==> src/design/rppl_pkg.sv <==
// ----------------------------------------------------------------------------
// rppl_pkg
// Shared types and constants for the ping-pong radio link tester.
// ----------------------------------------------------------------------------
`default_nettype none

package rppl_pkg;

  // Frame bytes
  localparam logic [7:0] FRAME_HEAD   = 8'hA5;
  localparam logic [7:0] TYPE_REQUEST = 8'h01;
  localparam logic [7:0] TYPE_REPLY   = 8'h02;

  // Register reset values
  localparam logic       ROLE_MASTER_RST = 1'b1;
  localparam logic [7:0] COLOR_FIRST_RST = 8'd1;
  localparam logic [7:0] COLOR_LAST_RST  = 8'd3;
  localparam logic [7:0] LED_TICKS_RST   = 8'd10;
  localparam logic [7:0] REPLY_TICKS_RST = 8'd20;
  localparam logic [7:0] NEXT_TICKS_RST  = 8'd30;

  // Register map (index = byte address / 4)
  localparam int unsigned PADDR_W = 5;
  localparam int unsigned REG_IDX_W = 3;
  localparam logic [REG_IDX_W-1:0] REG_ROLE_MASTER = 3'd0;
  localparam logic [REG_IDX_W-1:0] REG_COLOR_FIRST = 3'd1;
  localparam logic [REG_IDX_W-1:0] REG_COLOR_LAST  = 3'd2;
  localparam logic [REG_IDX_W-1:0] REG_LED_TICKS   = 3'd3;
  localparam logic [REG_IDX_W-1:0] REG_REPLY_TICKS = 3'd4;
  localparam logic [REG_IDX_W-1:0] REG_NEXT_TICKS  = 3'd5;

  // Master phase codes as shown on phase_now
  localparam logic [1:0] PHASE_CODE_SEND  = 2'd0;
  localparam logic [1:0] PHASE_CODE_WAIT  = 2'd1;
  localparam logic [1:0] PHASE_CODE_PAUSE = 2'd2;

  localparam logic CMD_TICK = 1'b0;
  localparam logic CMD_POLL = 1'b1;

  typedef struct packed {
    logic       command;
    logic       frame_arrived;
    logic [7:0] rx_head;
    logic [7:0] rx_type;
    logic [7:0] rx_sequence;
    logic [7:0] rx_color;
    logic [7:0] rx_check;
  } in_item_t;

  typedef struct packed {
    logic       send_frame;
    logic [7:0] tx_head;
    logic [7:0] tx_type;
    logic [7:0] tx_sequence;
    logic [7:0] tx_color;
    logic [7:0] tx_check;
    logic       led_lit;
    logic [7:0] led_shade;
    logic       keep_awake;
    logic [1:0] phase_now;
  } out_item_t;

  // Configuration registers as seen by the datapath
  typedef struct packed {
    logic       role_master;
    logic [7:0] color_first;
    logic [7:0] color_last;
    logic [7:0] led_ticks;
    logic [7:0] reply_ticks;
    logic [7:0] next_ticks;
  } cfg_t;

  // Item after classification by the front end
  typedef struct packed {
    logic       poll;
    logic       arrived;
    logic       req_ok;
    logic       rep_ok;
    logic [7:0] seq_num;
    logic [7:0] color;
  } cls_item_t;

  typedef enum logic [2:0] {
    PH_SEND  = 3'b001,
    PH_WAIT  = 3'b010,
    PH_PAUSE = 3'b100
  } phase_e;

endpackage

`default_nettype wire

==> src/design/radio_ping_pong_link_tester.sv <==
// ----------------------------------------------------------------------------
// radio_ping_pong_link_tester
// Ping-pong radio link tester: master requests and checks replies, slave
// answers valid requests; every send lights the LED for a timed period.
// ----------------------------------------------------------------------------
//
//   channel   direction   payload      handshake
//   in        input       in_item_t    in_valid_i / in_stall_o
//   out       output      out_item_t   out_valid_o / out_stall_i
//   config    input       APB          psel, penable, pwrite, paddr, pwdata
//
// One result per item. An accepted item is classified in the same cycle and
// lands in a two-entry queue; the back end executes one item per cycle from
// that queue into the result register while out_stall_i is low; an item's
// result is valid once it has passed the queue entry and the result register.
// The sustained rate is one item per cycle while out_stall_i is low.
// The back end stalls only on out_stall_i; the front stalls only when the
// queue is full, and after an output stall clears the input stays held until
// the full queue has freed an entry. Reset clears the link state and
// registers at once; no clearing pass is needed.
// ----------------------------------------------------------------------------
`default_nettype none

module radio_ping_pong_link_tester import rppl_pkg::*; (
  input  var logic                clk_i,
  input  var logic                rst_ni,
  // Item input
  input  var logic                in_valid_i,
  output logic                    in_stall_o,
  input  var in_item_t            in_item_i,
  // Result output
  output logic                    out_valid_o,
  input  var logic                out_stall_i,
  output out_item_t               out_item_o,
  // Configuration port
  input  var logic                psel,
  input  var logic                penable,
  input  var logic                pwrite,
  input  var logic [PADDR_W-1:0]  paddr,
  input  var logic [31:0]         pwdata,
  output logic [31:0]             prdata,
  output logic                    pready
);

  cfg_t                 cfg_q;
  logic                 cfg_wr;
  logic [REG_IDX_W-1:0] reg_idx;
  cls_item_t            cls_item;
  cls_item_t            q_item;
  logic                 q_full;
  logic                 q_valid;
  logic                 q_pop;

  // ---- configuration registers --------------------------------------------
  assign pready  = 1'b1;
  assign reg_idx = paddr[PADDR_W-1:2];
  assign cfg_wr  = psel && penable && pwrite && pready;

  always_ff @(posedge clk_i or negedge rst_ni) begin
    if (!rst_ni) begin
      cfg_q.role_master <= ROLE_MASTER_RST;
      cfg_q.color_first <= COLOR_FIRST_RST;
      cfg_q.color_last  <= COLOR_LAST_RST;
      cfg_q.led_ticks   <= LED_TICKS_RST;
      cfg_q.reply_ticks <= REPLY_TICKS_RST;
      cfg_q.next_ticks  <= NEXT_TICKS_RST;
    end else if (cfg_wr) begin
      unique case (reg_idx)
        REG_ROLE_MASTER: cfg_q.role_master <= pwdata[0];
        REG_COLOR_FIRST: cfg_q.color_first <= pwdata[7:0];
        REG_COLOR_LAST:  cfg_q.color_last  <= pwdata[7:0];
        REG_LED_TICKS:   cfg_q.led_ticks   <= pwdata[7:0];
        REG_REPLY_TICKS: cfg_q.reply_ticks <= pwdata[7:0];
        REG_NEXT_TICKS:  cfg_q.next_ticks  <= pwdata[7:0];
        default: ;  // drop writes beyond the register list
      endcase
    end
  end

  // Read back the register selected by paddr
  always_comb begin
    unique case (reg_idx)
      REG_ROLE_MASTER: prdata = {31'd0, cfg_q.role_master};
      REG_COLOR_FIRST: prdata = {24'd0, cfg_q.color_first};
      REG_COLOR_LAST:  prdata = {24'd0, cfg_q.color_last};
      REG_LED_TICKS:   prdata = {24'd0, cfg_q.led_ticks};
      REG_REPLY_TICKS: prdata = {24'd0, cfg_q.reply_ticks};
      REG_NEXT_TICKS:  prdata = {24'd0, cfg_q.next_ticks};
      default:         prdata = 32'd0;
    endcase
  end

  // ---- front end: classify incoming item ----------------------------------
  rppl_front u_front (
    .cfg_i  (cfg_q),
    .item_i (in_item_i),
    .cls_o  (cls_item)
  );

  // Hold the input only while both queue entries are taken
  assign in_stall_o = q_full;

  // ---- queue between front and back ---------------------------------------
  rppl_queue u_queue (
    .clk_i       (clk_i),
    .rst_ni      (rst_ni),
    .push_i      (in_valid_i),
    .push_item_i (cls_item),
    .full_o      (q_full),
    .valid_o     (q_valid),
    .item_o      (q_item),
    .pop_i       (q_pop)
  );

  // ---- back end: advance link state and produce the result ----------------
  rppl_back u_back (
    .clk_i       (clk_i),
    .rst_ni      (rst_ni),
    .cfg_i       (cfg_q),
    .q_valid_i   (q_valid),
    .q_item_i    (q_item),
    .q_pop_o     (q_pop),
    .out_valid_o (out_valid_o),
    .out_item_o  (out_item_o),
    .out_stall_i (out_stall_i)
  );

endmodule

`default_nettype wire

==> src/design/rppl_front.sv <==
// ----------------------------------------------------------------------------
// rppl_front
// Classifies an incoming item: command, frame presence and frame validity.
// ----------------------------------------------------------------------------
`default_nettype none

module rppl_front import rppl_pkg::*; (
  input  var cfg_t      cfg_i,
  input  var in_item_t  item_i,
  output cls_item_t     cls_o
);

  logic common_ok;

  // Head, colour range and check byte are shared by both frame types
  assign common_ok = (item_i.rx_head == FRAME_HEAD)
                  && (item_i.rx_color >= cfg_i.color_first)
                  && (item_i.rx_color <= cfg_i.color_last)
                  && ((item_i.rx_head ^ item_i.rx_type ^ item_i.rx_sequence
                       ^ item_i.rx_color) == item_i.rx_check);

  always_comb begin
    cls_o.poll     = (item_i.command == CMD_POLL);
    cls_o.arrived  = item_i.frame_arrived;
    cls_o.req_ok   = common_ok && (item_i.rx_type == TYPE_REQUEST);
    cls_o.rep_ok   = common_ok && (item_i.rx_type == TYPE_REPLY);
    cls_o.seq_num  = item_i.rx_sequence;
    cls_o.color    = item_i.rx_color;
  end

endmodule

`default_nettype wire

==> src/design/rppl_queue.sv <==
// ----------------------------------------------------------------------------
// rppl_queue
// Two-entry queue of classified items between front and back end.
// ----------------------------------------------------------------------------
`default_nettype none

module rppl_queue import rppl_pkg::*; (
  input  var logic      clk_i,
  input  var logic      rst_ni,
  input  var logic      push_i,
  input  var cls_item_t push_item_i,
  output logic          full_o,
  output logic          valid_o,
  output cls_item_t     item_o,
  input  var logic      pop_i
);

  cls_item_t  mem_q [2];
  logic       wr_ptr_q, wr_ptr_d;
  logic       rd_ptr_q, rd_ptr_d;
  logic [1:0] count_q, count_d;
  logic       do_push, do_pop;

  assign full_o  = (count_q == 2'd2);
  assign valid_o = (count_q != 2'd0);
  assign item_o  = mem_q[rd_ptr_q];
  assign do_push = push_i && !full_o;
  assign do_pop  = pop_i && valid_o;

  always_comb begin
    wr_ptr_d = do_push ? ~wr_ptr_q : wr_ptr_q;
    rd_ptr_d = do_pop  ? ~rd_ptr_q : rd_ptr_q;
    count_d  = count_q;
    if (do_push && !do_pop) begin
      count_d = count_q + 2'd1;
    end else if (do_pop && !do_push) begin
      count_d = count_q - 2'd1;
    end
  end

  always_ff @(posedge clk_i or negedge rst_ni) begin
    if (!rst_ni) begin
      wr_ptr_q <= 1'b0;
      rd_ptr_q <= 1'b0;
      count_q  <= 2'd0;
    end else begin
      wr_ptr_q <= wr_ptr_d;
      rd_ptr_q <= rd_ptr_d;
      count_q  <= count_d;
    end
  end

  always_ff @(posedge clk_i) begin
    if (do_push) begin
      mem_q[wr_ptr_q] <= push_item_i;
    end
  end

endmodule

`default_nettype wire

==> src/design/rppl_back.sv <==
// ----------------------------------------------------------------------------
// rppl_back
// Carries out classified items: link state, LED timer and result register.
// ----------------------------------------------------------------------------
`default_nettype none

module rppl_back import rppl_pkg::*; (
  input  var logic      clk_i,
  input  var logic      rst_ni,
  input  var cfg_t      cfg_i,
  input  var logic      q_valid_i,
  input  var cls_item_t q_item_i,
  output logic          q_pop_o,
  output logic          out_valid_o,
  output out_item_t     out_item_o,
  input  var logic      out_stall_i
);

  phase_e     phase_q, phase_d;
  logic [7:0] seq_q, seq_d;
  logic [7:0] color_q, color_d;
  logic [7:0] wait_q, wait_d;
  logic [7:0] led_left_q, led_left_d;
  logic       led_on_q, led_on_d;
  logic [7:0] led_color_q, led_color_d;
  logic       out_valid_q;
  out_item_t  out_item_q, out_item_d;

  logic       send;
  logic [7:0] send_type;
  logic [7:0] send_seq;
  logic [7:0] send_color;

  // Take an item whenever the result register is free or being emptied
  assign q_pop_o = q_valid_i && (!out_valid_q || !out_stall_i);

  always_comb begin
    phase_d     = phase_q;
    seq_d       = seq_q;
    color_d     = color_q;
    wait_d      = wait_q;
    led_left_d  = led_left_q;
    led_on_d    = led_on_q;
    led_color_d = led_color_q;
    send        = 1'b0;
    send_type   = TYPE_REQUEST;
    send_seq    = seq_q;
    send_color  = color_q;

    if (!q_item_i.poll) begin
      if (wait_q != 8'd0) begin
        wait_d = wait_q - 8'd1;
      end
      if (led_left_q != 8'd0) begin
        led_left_d = led_left_q - 8'd1;
        if (led_left_q == 8'd1) begin
          led_on_d    = 1'b0;
          led_color_d = 8'd0;
        end
      end
    end else if (cfg_i.role_master) begin
      unique case (phase_q)
        PH_SEND: begin
          send    = 1'b1;
          wait_d  = cfg_i.reply_ticks;
          phase_d = PH_WAIT;
        end
        PH_WAIT: begin
          if (q_item_i.arrived) begin
            if (q_item_i.rep_ok && (q_item_i.seq_num == seq_q)
                && (q_item_i.color == color_q)) begin
              wait_d  = cfg_i.next_ticks;
              phase_d = PH_PAUSE;
            end
          end else if (wait_q == 8'd0) begin
            phase_d = PH_SEND;
          end
        end
        PH_PAUSE: begin
          if (wait_q == 8'd0) begin
            seq_d   = seq_q + 8'd1;
            color_d = (color_q >= cfg_i.color_last) ? cfg_i.color_first
                                                    : color_q + 8'd1;
            phase_d = PH_SEND;
          end
        end
        default: begin
          phase_d = PH_SEND;
        end
      endcase
    end else begin
      if (q_item_i.arrived && q_item_i.req_ok) begin
        seq_d      = q_item_i.seq_num;
        color_d    = q_item_i.color;
        send       = 1'b1;
        send_type  = TYPE_REPLY;
        send_seq   = q_item_i.seq_num;
        send_color = q_item_i.color;
      end
    end

    if (send) begin
      led_color_d = send_color;
      led_on_d    = 1'b1;
      led_left_d  = cfg_i.led_ticks;
    end

    out_item_d.send_frame  = send;
    out_item_d.tx_head     = send ? FRAME_HEAD : 8'd0;
    out_item_d.tx_type     = send ? send_type : 8'd0;
    out_item_d.tx_sequence = send ? send_seq : 8'd0;
    out_item_d.tx_color    = send ? send_color : 8'd0;
    out_item_d.tx_check    = send ? (FRAME_HEAD ^ send_type ^ send_seq ^ send_color)
                                  : 8'd0;
    out_item_d.led_lit     = led_on_d;
    out_item_d.led_shade   = led_color_d;
    out_item_d.keep_awake  = send;
    unique case (phase_d)
      PH_SEND:  out_item_d.phase_now = PHASE_CODE_SEND;
      PH_WAIT:  out_item_d.phase_now = PHASE_CODE_WAIT;
      PH_PAUSE: out_item_d.phase_now = PHASE_CODE_PAUSE;
      default:  out_item_d.phase_now = PHASE_CODE_PAUSE;
    endcase
  end

  always_ff @(posedge clk_i or negedge rst_ni) begin
    if (!rst_ni) begin
      phase_q     <= PH_SEND;
      seq_q       <= 8'd0;
      color_q     <= COLOR_FIRST_RST;
      wait_q      <= 8'd0;
      led_left_q  <= 8'd0;
      led_on_q    <= 1'b0;
      led_color_q <= 8'd0;
      out_valid_q <= 1'b0;
    end else begin
      if (q_pop_o) begin
        phase_q     <= phase_d;
        seq_q       <= seq_d;
        color_q     <= color_d;
        wait_q      <= wait_d;
        led_left_q  <= led_left_d;
        led_on_q    <= led_on_d;
        led_color_q <= led_color_d;
        out_valid_q <= 1'b1;
      end else if (!out_stall_i) begin
        out_valid_q <= 1'b0;
      end
    end
  end

  always_ff @(posedge clk_i) begin
    if (q_pop_o) begin
      out_item_q <= out_item_d;
    end
  end

  assign out_valid_o = out_valid_q;
  assign out_item_o  = out_item_q;

endmodule

`default_nettype wire
==> config.mk <==
export PLATFORM = sky130hd
export DESIGN_NAME = radio_ping_pong_link_tester
export DESIGN_NICKNAME = d
export VERILOG_FILES = /design/src/design/rppl_pkg.sv /design/src/design/radio_ping_pong_link_tester.sv /design/src/design/rppl_front.sv /design/src/design/rppl_queue.sv /design/src/design/rppl_back.sv
export SDC_FILE = /design/constraint.sdc
export NUM_CORES = 1
export LEC_CHECK = 0
export ABC_CLOCK_PERIOD_IN_PS = 8400
export BUFFER_PORTS_ARGS = -buffer_cell sky130_fd_sc_hd__buf_2
export CAP_MARGIN = 15
export CORE_ASPECT_RATIO = 0.5
export CORE_UTILIZATION = 30
export CTS_BUF_LIST = sky130_fd_sc_hd__clkbuf_16
export CTS_CLUSTER_SIZE = 28
export DETAILED_ROUTE_END_ITERATION = 16
export PLACE_DENSITY = 0.58
export SYNTH_ARGS = -nofsm -noshare
export SYNTH_HDL_FRONTEND = slang
export SYNTH_SLANG_ARGS = --single-unit
==> constraint.sdc <==
create_clock -name clk_i -period 8.4 [get_ports clk_i]
set_input_delay 1.68 -clock clk_i [delete_from_list [all_inputs] [get_ports clk_i]]
set_output_delay 1.68 -clock clk_i [all_outputs]
set_load 0.02 [all_outputs]
==> results of run 1 <==
[stage by stage]
| stage | power [W] | cells | cell area, um2 | hold slack, ns | utilization [%] |
|---|---|---|---|---|---|
| floorplan | 0.00244 | 918 | 9620 | 0.456 | - |
| global placement | 0.00277 | 1371 | 10200 | 0.473 | 33.3 |
| detailed placement | 0.00282 | 1371 | 10200 | 0.482 | 33.3 |
| CTS | 0.00356 | 1403 | 10800 | 0.495 | 35.1 |
| global route | 0.00376 | 1404 | 10800 | 0.514 | 35.1 |
| finish | 0.00354 | 1405 | 10800 | 0.499 | 35.1 |
[state kept, by name, summed over array words and instances (netlist names), 2 cells and up]
| signal | count |
|---|---|
| u_back.seq_q | 8 |
| u_queue.mem_q | 40 |
| cfg_q | 41 |
| u_back.led_color_q | 8 |
| u_back.phase_q | 3 |
| u_back.color_q | 8 |
| u_queue.count_q | 2 |
| u_back.wait_q | 8 |
| u_back.out_item_o | 38 |
| u_back.led_left_q | 8 |
[kinds of logic (layout without fill, tap and decap cells)]
group                    count (synthesis)  count (layout)  synth area share [%]
multiplexers                            66              66                  8.47
AND/OR/NAND/NOR                        223             223                  11.7
other                                    2              36                0.0791
adder cells (fa/ha/maj)                 30              30                  3.95
XOR/XNOR                                73              73                  6.73
AO/OA/AOI/OAI                          199             199                  13.4
buffers and inverters                  124             187                  7.11
flip-flops                             168             168                  48.6
[worst max path at each step]
stage | from | endpoint | slack (ns) | cells past startpoint
floorplan | paddr[2] | prdata[6] | 3.61 | 5
global placement | paddr[2] | prdata[5] | 3.52 | 6
detailed placement | paddr[2] | prdata[5] | 3.44 | 6
CTS | paddr[2] | prdata[5] | 3.44 | 6
global route | paddr[2] | prdata[5] | 3.24 | 6
finish | paddr[2] | prdata[3] | 3.41 | 6
[where the power goes]
part / switching [W] / total [W] / internal (W)
sequential: 0.000223 / 0.00140 / 0.00118
clock: 0.000340 / 0.000737 / 0.000397
combinational: 0.000859 / 0.00140 / 0.000539
total: 0.00142 / 0.00354 / 0.00212
[per-layer routing]
| metal | routed length, um | global-route usage [%] | vias to the layer above |
|---|---|---|---|
| li1 | - | - | 3278 |
| met1 | 11600 | 21.1 | 3540 |
| met2 | 11600 | 25.1 | 170 |
| met3 | 1170 | 3.49 | 27 |
| met4 | 403 | 4.68 | 2 |
| met5 | 13 | 0 | - |
[layout by cell type (no fill, tap or decap), types with 4 or more instances in the layout]
cell	Yosys	final
o221ai_1	4	4
a22o_1	9	9
a32oi_1	5	5
nor2_1	38	38
nand3_1	23	23
ha_1	30	30
edfxtp_1	78	78
buf_2	10	111
mux2_2	36	36
inv_6	0	4
or3_1	6	6
nor2b_1	7	7
mux2i_1	20	20
inv_1	32	32
o21ai_0	70	70
a21o_1	12	12
clkinvlp_4	0	4
nand4_1	6	6
o211ai_1	5	5
a31oi_1	9	9
xor2_1	17	17
clkbuf_16	0	18
nand2_1	79	79
and3_1	7	7
nand2b_1	10	10
a22oi_1	4	4
a221o_1	6	6
xnor2_1	56	56
o22ai_1	18	18
and2_1	4	4
a21oi_1	30	30
o21a_1	5	5
dfrtp_1	76	76
buf_4	42	10
conb_1	2	35
nor3_1	20	20
a211oi_1	4	4
dfstp_2	14	14
mux2i_4	6	6
[layout make-up]
class | count | area share (%)
antenna | 1 | 0.0232
clock buffer | 18 | 4.18
clock inverter | 14 | 0.916
inverter | 34 | 1.18
multi-input combinational | 626 | 40.2
sequential | 168 | 42.8
tap | 423 | 4.91
timing repair buffer | 121 | 5.85
[worst reg2reg max path: stages (launching register included)]
cell	delay, ns
dfrtp_1	0.32
buf_4	0.42
mux2_2	0.59
nand4_1	0.57
inv_2	0.33
nor2_2	0.51
inv_2	0.25
nor2b_1	0.64
nand2b_1	0.41
a22o_1	0.19
==> reports/metrics.yaml, run 1 <==
worst_setup_path:
  path_buf_inv: 3
  r2r_end: "u_back.led_color_q[4]"
  reg2reg_setup_slack_ns: 4.09
  crit_family: "buffers and inverters"
  cp_slowest_cell: "nor2_1"
  worstSetupStartpointType: "input port"
  worstReg2RegStart: "u_queue.rd_ptr_q"
  cpMostUsedCell: "buf_2"
  crit_arrival_ns: 3.31
  critPathCaptureType: "output pin"
  crit_chain: "buf_2, inv_1, nor2_1, a22oi_1, o22ai_1, buf_2"
  worstSetupPathType: "in2out"
  reg2regPathDepth: 9
  slowest_delay_ns: 0.44
  crit_fanout: 24
  worst_ep_required_time_ns: 6.72
timing:
  finalClockSkew_ns: 0.0117
  hold_viol: 0
  worst_pin_slew_ns: 1.08
  report.final.slew_viol_count: 0
  rsz0062_at_grt: "no"
  period_share_pct: 59.4
  maxSlewHeadroom_pct: 27.7
  finalCriticalPeriod_ns: 4.99
  max_freq_ghz: 0.200
  setup_violations: 0
  tns_ns: 0
  setup_slack_ns: 3.41
placed_design:
  dp_hpwl_um: 18000
  io_buffers: 112
  place.gp.congestion: 0.905
  pre_cts_ws_ns: 3.44
drt:
  firstDrtPassIters: 5
  drc: 0
  wl_per_cell_um: 17.7
  viasPerCell: 4.99
  drtIter0Drc: 601
  vias: 7017
  antenna_left: 0
  routed_wl_um: 24800
clock_network:
  path_clk_slew_ns: 0.06
  cts_made_buffers: 17
  clkLatencyLatePin_ns: 0.44
  htree_levels: 4
  cts_tree: "done"
  cts_root_buf: "clkbuf_16"
  cts_resized: 0
  post_cts_buffers: 0
  clock_tree.buffer_depth: 2
  clock_sinks: 168
  hold_buffers: 0
global_route:
  grt_pass1_vias: 6722
  grt_usage_pct: 15.6
  antenna_found_initial: 2
  grt_max_degree: 68
  grt_pass1_wl_um: 38600
  grt_overflow: 0
die:
  die_y_um: 128
  core-area_um2: 30700
  dieArea_um2: 32400
  start_util_pct: 30.9
  die_w_um: 254
  rows: 45
  io_pins: 174
logic_synthesis:
  synth_enable_flop_cells: 78
  synth_area_leader_cell: "edfxtp_1"
  synthTopCellsByArea: "edfxtp_1 (25%), dfrtp_1 (20%), xnor2_1 (5.2%)"
  ys_ff_latch: 168
  synth_area_um2: 9500
  syn_area_per_cell_um2: 10.7
  ys_seq_area_share_pct: 48.6
  yosysMostFrequentCell: "nand2_1"
  yosysWarnings: 0
  syn_inst: 885
  async_reset_ff_share_pct: 53.6
  synth_top_area_share_pct: 24.7
  synth-main-ff-cell: "edfxtp_1"
  synth_commonest_cells: "nand2_1 (79), edfxtp_1 (78), dfrtp_1 (76), o21ai_0 (70), xnor2_1 (56)"
  netlist-cell-type-count: 71
cells_and_area:
  multi_input_area_um2: 4330
  final-seq-area_um2: 4610
  nets: 1084
  drive_gt1_share_pct: 23.6
  area_growth_pct: 13.6
  fill_cells: 3099
power:
  powerDensity_nw_per_um2: 328
  leakage_nw: 4.48
  vdd_ir_drop_max_mv: 0.124
worst_hold_path:
  whs_endpoint: "u_back.led_color_q[4]"
  hold_depth: 1
  hp-class: "reg2reg"
  hp-start: "u_back.led_color_q[4]"
run:
  cap_violations: 0
status:
  status: "finished clean"
Note: power is estimated with default switching activity, not from simulation.
==> run 2: changes to the inputs <==
--- a/config.mk
+++ b/config.mk
@@ -5,7 +5,8 @@
 export SDC_FILE = /design/constraint.sdc
 export NUM_CORES = 1
 export LEC_CHECK = 0
-export ABC_CLOCK_PERIOD_IN_PS = 8400
+export ABC_AREA = 1
+export ABC_CLOCK_PERIOD_IN_PS = 4550
 export BUFFER_PORTS_ARGS = -buffer_cell sky130_fd_sc_hd__buf_2
 export CAP_MARGIN = 15
 export CORE_ASPECT_RATIO = 0.5
@@ -13,7 +14,7 @@
 export CTS_BUF_LIST = sky130_fd_sc_hd__clkbuf_16
 export CTS_CLUSTER_SIZE = 28
 export DETAILED_ROUTE_END_ITERATION = 16
-export PLACE_DENSITY = 0.58
+export PLACE_DENSITY = 0.6
 export SYNTH_ARGS = -nofsm -noshare
 export SYNTH_HDL_FRONTEND = slang
 export SYNTH_SLANG_ARGS = --single-unit
==> constraint.sdc (replaced) <==
create_clock -name clk_i -period 4.55 [get_ports clk_i]
set_input_delay 0.91 -clock clk_i [delete_from_list [all_inputs] [get_ports clk_i]]
set_output_delay 0.91 -clock clk_i [all_outputs]
set_load 0.02 [all_outputs]
==> run 2 against run 1 <==
Against the previous run:
- die area up 2.3%
- combinational power up 140%
- area after synthesis rose by 2.3%
- register-to-register slack worse by 3.0 ns
- via count grew 12%
- clock power up 87%
- final area rose by 2.6%
- first-iteration DRC count decreased by 3.7%
- sequential cell count is the same
- clock-buffer cell count decreased by 1
- core utilization shrank 0.24 points
- sequential share of layout area fell by 1.1 points
- critical path type is now reg2reg
- highest routed layer is now met4
==> reports/metrics.yaml, run 2 <==
cells_and_area:
  antennaDiodeCount: 0  # was 1
  nets: 1385  # was 1084
  fill_cells: 3346  # was 3099
  layout_commonest_cell: "nand2_1"  # was buf_2
  area_growth_pct: 13.9  # was 13.6%
  largest_reg_flops: 41  # unchanged
  fin_util_pct: 34.8  # was 35.1%
  largest_register: "cfg_q"  # unchanged
  final_cells: 1714  # was 1405
  final_cell_mix: "nand2_1 (308), inv_1 (140), buf_2 (111)"  # was buf_2 (111), nand2_1 (79), edfxtp_1 (78)
  drive_gt1_share_pct: 14.8  # was 23.6%
placed_design:
  dp_hpwl_um: 18700  # was 18000 um
  place.gp.congestion: 0.901  # was 0.905
  io_buffers: 112  # unchanged
  dp.cells: 1682  # was 1371
  pre_cts_ws_ns: 1.14  # was 3.44 ns
worst_setup_path:
  worstSetupPathType: "reg2reg"  # was in2out
  critPathCaptureType: "register"  # was output pin
  crit_chain: "inv_2, buf_4, nand2_1, nand2_1, nand2_1, nor2_1, nand3_1, o21ai_0, nand2_1, o21ai_1, nand2_1, a22oi_1"  # was buf_2, inv_1, nor2_1, a22oi_1, o22ai_1, buf_2
  crit_arrival_ns: 3.77  # was 3.31 ns
  crit_family: "simple AND/OR/NAND/NOR gates"  # was buffers and inverters
  worst_ep_required_time_ns: 4.84  # was 6.72 ns
  cpMostUsedCell: "nand2_1"  # was buf_2
  worstSetupStartpointType: "register"  # was input port
  path_buf_inv: 2  # was 3
  slowest_delay_ns: 0.73  # was 0.44 ns
  cp_slowest_cell: "dfrtp_1"  # was nor2_1
  crit_fanout: 24  # unchanged
clock_network:
  clock_sinks: 168  # unchanged
  path_clk_slew_ns: 0.07  # was 0.06 ns
  cts_made_buffers: 17  # unchanged
  cts_resized: 0  # unchanged
  cts_tree: "done"  # unchanged
  cts_root_buf: "clkbuf_16"  # unchanged
  hold_buffers: 0  # unchanged
  clkLatencyLatePin_ns: 0.45  # was 0.44 ns
  htree_levels: 4  # unchanged
  post_cts_buffers: 0  # unchanged
  clock_tree.buffer_depth: 2  # unchanged
timing:
  rsz0062_at_grt: "no"  # unchanged
  maxSlewHeadroom_pct: 28.1  # was 27.7%
  worst_pin_slew_ns: 1.08  # about the same
  setup_violations: 0  # unchanged
  report.final.slew_viol_count: 0  # unchanged
  period_share_pct: 76.6
  finalCriticalPeriod_ns: 3.49
  setup_slack_ns: 1.06  # was 3.41 ns
  max_freq_ghz: 0.287
  finalClockSkew_ns: 0.0104  # was 0.0117 ns
  hold_viol: 0  # unchanged
  tns_ns: 0  # unchanged
power:
  powerDensity_nw_per_um2: 665  # was 328 nW/um2
  switching_share_pct: 45.1  # was 40.2%
  pwr-share-clk_pct: 18.8  # was 20.8%
  vdd_ir_drop_max_mv: 0.350  # was 0.124 mV
  p_switching_w: 0.00332  # was 0.00142 W
  p_int_w: 0.00404  # was 0.00212 W
  comb_power_share_pct: 45.4  # was 39.5%
  leakage_nw: 5.18  # was 4.48 nW
  power_w: 0.00736  # was 0.00354 W
  seqPwrFrac_pct: 35.8  # was 39.7%
worst_hold_path:
  hp-class: "reg2reg"  # unchanged
logic_synthesis:
  netlist-cell-type-count: 50  # was 71
  synth_enable_flop_cells: 78  # unchanged
  synth_area_um2: 9720  # was 9500 um2
  synth_top_area_share_pct: 24.1  # was 24.7%
  syn_inst: 1167  # was 885
  synth_commonest_cells: "nand2_1 (308), inv_1 (137), o21ai_0 (100), nor2_1 (95), edfxtp_1 (78)"  # was nand2_1 (79), edfxtp_1 (78), dfrtp_1 (76), o21ai_0 (70), xnor2_1 (56)
  ys_ff_latch: 168  # unchanged
  syn_area_per_cell_um2: 8.33  # was 10.7 um2
  synth-main-ff-cell: "edfxtp_1"  # unchanged
  yosysMostFrequentCell: "nand2_1"  # unchanged
  yosysWarnings: 0  # unchanged
  ys_seq_area_share_pct: 47.5  # was 48.6%
  async_reset_ff_share_pct: 53.6  # unchanged
  synthTopCellsByArea: "edfxtp_1 (24%), dfrtp_1 (20%), nand2_1 (12%)"  # was edfxtp_1 (25%), dfrtp_1 (20%), xnor2_1 (5.2%)
  synth_area_leader_cell: "edfxtp_1"  # unchanged
die:
  start_util_pct: 30.6  # was 30.9%
  die_w_um: 257  # was 254 um
  io_pins: 174  # unchanged
  core-area_um2: 31800  # was 30700 um2
  die_y_um: 129  # was 128 um
  dieArea_um2: 33200  # was 32400 um2
  rows: 46  # was 45
drt:
  vias: 7844  # was 7017
  viasPerCell: 4.58  # was 4.99
  wl_per_cell_um: 14.7  # was 17.7 um
  routed_wl_um: 25300  # was 24800 um
  firstDrtPassIters: 8  # was 5
  drc: 0  # unchanged
  antenna_left: 0  # unchanged
  drtIter0Drc: 579  # was 601
global_route:
  grt_usage_pct: 15.7  # was 15.6%
  antenna_found_initial: 0  # was 2
  grt_pass1_vias: 7371  # was 6722
  grt_max_degree: 68  # unchanged
  grt_overflow: 0  # unchanged
  grt_pass1_wl_um: 40000  # was 38600 um
run:
  cap_violations: 0  # unchanged
status:
  status: "finished clean"  # unchanged
==> run 2: cell types whose count changed after synthesis, moves of 12 or more <==
cell / delta
nand2_1: +229
nor3_1: -14
inv_1: +105
mux2i_1: -20
mux2_2: -36
clkbuf_1: -15
nor2_1: +57
nand3_1: +38
xnor2_1: -33
a21o_1: -12
o21ai_0: +30
==> run 2: worst paths after layout <==
path | from | to | slack [ns] | cells past startpoint
hold / removal | u_back.wait_q[4] | u_back.wait_q[4] | 0.47 | 2
setup reg to reg | u_queue.rd_ptr_q | u_back.out_item_o[16] | 1.06 | 12
min in group asynchronous | rst_ni | u_back.led_on_q | 0.57 | 1
hold reg to reg | u_back.wait_q[4] | u_back.wait_q[4] | 0.47 | 2
max in group asynchronous | rst_ni | u_back.led_color_q[7] | 3.11 | 2
setup / recovery | u_queue.rd_ptr_q | u_back.out_item_o[16] | 1.06 | 12
==> run 2: cells by family after synthesis <==
kind of cell	after synthesis	synth area share, %
adders and majority gates	30	3.86
xor gates and xnor gates	48	4.33
buffers and inverters	215	10.5
AOI/OAI and AO/OA	205	12.2
and+or+nand+nor	499	21.5
DFF	168	47.5
other	2	0.0773
==> run 2: final cells by class <==
type	instances	area (um2)	share of cell area (%)
well taps	432	541	4.88
flip-flops and latches	168	4610	41.7
repair buffers	119	616	5.56
multi-input cells	817	4210	38.0
clock buffers	17	425	3.84
clock inverters	15	115	1.04
inverters	146	553	5.00
==> run 2: per-layer routing <==
| metal | wire (um) | part of all wire [%] | track usage, % | vias up |
|---|---|---|---|---|
| li1 | - | - | - | 3973 |
| met1 | 12000 | 47 | 21.5 | 3642 |
| met2 | 11500 | 45 | 25.3 | 200 |
| met3 | 1380 | 5.5 | 3.09 | 29 |
| met4 | 419 | 1.7 | 4.90 | 0 |
| met5 | 0 | 0 | 0 | - |
==> run 2: stage by stage <==
step	area (um2)	hold WS, ns
floorplan	9840	0.442
global placement	10500	0.458
detailed placement	10500	0.459
CTS	11100	0.477
global route	11100	0.511
finish	11100	0.473
==> run 2: power groups by stage <==
stage | registers (W) | clock network (W) | logic [W]
after floorplan | 0.00275 | 0 | 0.00235
after global placement | 0.00265 | 0 | 0.00331
after detailed placement | 0.00266 | 0 | 0.00334
after CTS | 0.00264 | 0.00141 | 0.00335
after global routing | 0.00270 | 0.00148 | 0.00381
final | 0.00264 | 0.00138 | 0.00334
==> run 2: tightest hold or removal path, stage by stage (launching register included) <==
cell     delay, ns
dfrtp_1       0.34
nand2_1       0.05
nand2_1       0.05
==> run 3: changes to the inputs <==
--- a/config.mk
+++ b/config.mk
@@ -6,7 +6,7 @@
 export NUM_CORES = 1
 export LEC_CHECK = 0
 export ABC_AREA = 1
-export ABC_CLOCK_PERIOD_IN_PS = 4550
+export ABC_CLOCK_PERIOD_IN_PS = 3130
 export BUFFER_PORTS_ARGS = -buffer_cell sky130_fd_sc_hd__buf_2
 export CAP_MARGIN = 15
 export CORE_ASPECT_RATIO = 0.5
==> constraint.sdc (replaced) <==
create_clock -name clk_i -period 3.13 [get_ports clk_i]
set_input_delay 0.626 -clock clk_i [delete_from_list [all_inputs] [get_ports clk_i]]
set_output_delay 0.626 -clock clk_i [all_outputs]
set_load 0.02 [all_outputs]
==> run 3 against run 2 <==
Against the previous run:
- critical path depth decreased by 4
- critical endpoint is now prdata[2]
- non-clock buffer count up 16
- final area rose by 1.3%
- cell count rose by 0.93%
- first-iteration DRC count decreased by 9.2%
- via count grew 1.7%
- worst setup slack got worse by 0.51 ns
- wire length rose by 0.62%
- highest routed layer is now met5
- sequential cell count is the same
- sequential share of layout area is 0.55 points lower
- combinational power grew 53%
==> reports/metrics.yaml, run 3 (synthesis gave the netlist of run 2 again) <==
power:
  comb_power_share_pct: 47.1  # was 45.4%
  switching_share_pct: 45.1  # about the same
  leakage_nw: 5.25  # was 5.18 nW
  vdd_ir_drop_max_mv: 0.468  # was 0.350 mV
  seqPwrFrac_pct: 34.5  # was 35.8%
  pwr-share-clk_pct: 18.5  # was 18.8%
  p_switching_w: 0.00490  # was 0.00332 W
  powerDensity_nw_per_um2: 968  # was 665 nW/um2
  p_int_w: 0.00596  # was 0.00404 W
drt:
  vias: 7974  # was 7844
  drtIter0Drc: 526  # was 579
  firstDrtPassIters: 6  # was 8
  drc: 0  # unchanged
  viasPerCell: 4.61  # was 4.58
  antenna_left: 0  # unchanged
  routed_wl_um: 25400  # was 25300 um
  wl_per_cell_um: 14.7  # about the same
timing:
  setup_violations: 0  # unchanged
  hold_viol: 0  # unchanged
  rsz0062_at_grt: "no"  # unchanged
  report.final.slew_viol_count: 0  # unchanged
  max_freq_ghz: 0.388
  finalClockSkew_ns: 0.00886  # was 0.0104 ns
  tns_ns: 0  # unchanged
  worst_pin_slew_ns: 0.665  # was 1.08 ns
  maxSlewHeadroom_pct: 55.3  # was 28.1%
  finalCriticalPeriod_ns: 2.58
  period_share_pct: 82.3
clock_network:
  clkLatencyLatePin_ns: 0.45  # about the same
  cts_made_buffers: 17  # unchanged
  path_clk_slew_ns: 0.07  # about the same
  cts_root_buf: "clkbuf_16"  # unchanged
  clock_tree.buffer_depth: 2  # unchanged
  clock_sinks: 168  # unchanged
  post_cts_buffers: 0  # unchanged
  htree_levels: 4  # unchanged
  hold_buffers: 0  # unchanged
  cts_tree: "done"  # unchanged
  cts_resized: 0  # unchanged
worst_setup_path:
  crit_arrival_ns: 1.95  # was 3.77 ns
  worstSetupPathType: "in2out"  # was reg2reg
  critPathCaptureType: "output pin"  # was register
  cpMostUsedCell: "buf_2"  # was nand2_1
  cp_slowest_cell: "nor3_2"  # was dfrtp_1
  worstSetupStartpointType: "input port"  # was register
  slowest_delay_ns: 0.52  # was 0.73 ns
  crit_fanout: 9  # was 24
  crit_chain: "buf_2, inv_1, nor3_2, nand2_1, o21ai_0, a21oi_1, o221ai_1, buf_2"  # was inv_2, buf_4, nand2_1, nand2_1, nand2_1, nor2_1, nand3_1, o21ai_0, nand2_1, o21ai_1, nand2_1, a22oi_1
  worst_ep_required_time_ns: 2.50  # was 4.84 ns
global_route:
  antenna_found_initial: 1  # was 0
  grt_pass1_vias: 7376  # was 7371
  grt_overflow: 0  # unchanged
  grt_max_degree: 60  # was 68
  grt_pass1_wl_um: 40500  # was 40000 um
  grt_usage_pct: 15.7  # about the same
placed_design:
  place.gp.congestion: 0.886  # was 0.901
  dp_hpwl_um: 19100  # was 18700 um
  io_buffers: 112  # unchanged
cells_and_area:
  final_cell_mix: "nand2_1 (308), inv_1 (136), buf_2 (111)"  # was nand2_1 (308), inv_1 (140), buf_2 (111)
  fin_util_pct: 35.3  # was 34.8%
  drive_gt1_share_pct: 16.1  # was 14.8%
  antennaDiodeCount: 0  # unchanged
  layout_commonest_cell: "nand2_1"  # unchanged
  largest_register: "cfg_q"  # unchanged
  nets: 1401  # was 1385
  area_growth_pct: 15.4  # was 13.9%
  largest_reg_flops: 41  # unchanged
worst_hold_path:
  hp-class: "in2async"  # was reg2reg
status:
  status: "finished clean"  # unchanged
die:
  io_pins: 174  # unchanged
  dieArea_um2: 33200  # unchanged
  die_y_um: 129  # unchanged
  start_util_pct: 30.6  # unchanged
  die_w_um: 257  # unchanged
  core-area_um2: 31800  # unchanged
  rows: 46  # unchanged
run:
  cap_violations: 0  # unchanged
[run 3: changes by cell type in the layout (fill, tap and decap cells not counted), sizes merged]
cell and change:
bufinv -1, clkinv -1, clkinvlp +2, buf +16
[run 3: final timing paths]
check                      slack, ns                    end        startpoint  depth (start not counted)
max                             0.55              prdata[2]          paddr[3]                          8
min                             0.15        u_back.seq_q[6]            rst_ni                          1
min in group clk_i              0.36   u_queue.mem_q[0][18]     in_item_i[40]                          1
min reg2reg                     0.47       u_back.wait_q[4]  u_back.wait_q[4]                          2
max in group asynchronous       2.24              cfg_q[25]            rst_ni                          2
max reg2reg                     0.62  u_back.out_item_o[18]  u_queue.rd_ptr_q                         11
[run 3: stage by stage]
step                      instances  hold slack [ns]  worst slack [ns]  total power [W]  area [um2]
after floorplan                1200            0.330             0.225          0.00741        9840
after global placement         1698            0.457             0.573          0.00882       10700
after detailed placement       1698            0.459             0.577          0.00889       10700
after CTS                      1730            0.148             0.574           0.0109       11200
after global routing           1730            0.165             0.326           0.0118       11200
final                          1730            0.150             0.553           0.0109       11200
[run 3: power by group through the flow]
stage          Sequential (W)  Combinational, W  Clock, W
2_1_floorplan         0.00400           0.00341         0
3_3_place_gp          0.00377           0.00505         0
3_5_place_dp          0.00378           0.00511         0
4_1_cts               0.00374           0.00513   0.00206
5_1_grt               0.00383           0.00579   0.00214
6_report              0.00374           0.00511   0.00201
[run 3: layer usage]
metal  track usage [%]  share of wire (%)  vias to the layer above
li1                  -                  -                     4018
met1              21.4                 47                     3742
met2              25.5                 46                      176
met3              2.86                4.4                       36
met4              5.01                1.7                        2
met5                 0              0.075                        -
[run 3: cell type report]
cell class	count	area, um2
sequential	168	4610
multi-input combinational	817	4210
clock inverter	15	118
timing repair buffer	135	761
fill	3313	20600
clock buffer	17	425
inverter	146	553
tap	432	541
[run 3: worst max-delay path: cells and delay by family]
| family | cells | cell delay (ns) |
|---|---|---|
| and+or+nand+nor | 2 | 0.62 |
| AOI/OAI and AO/OA | 3 | 0.26 |
| buffers and inverters | 3 | 0.43 |
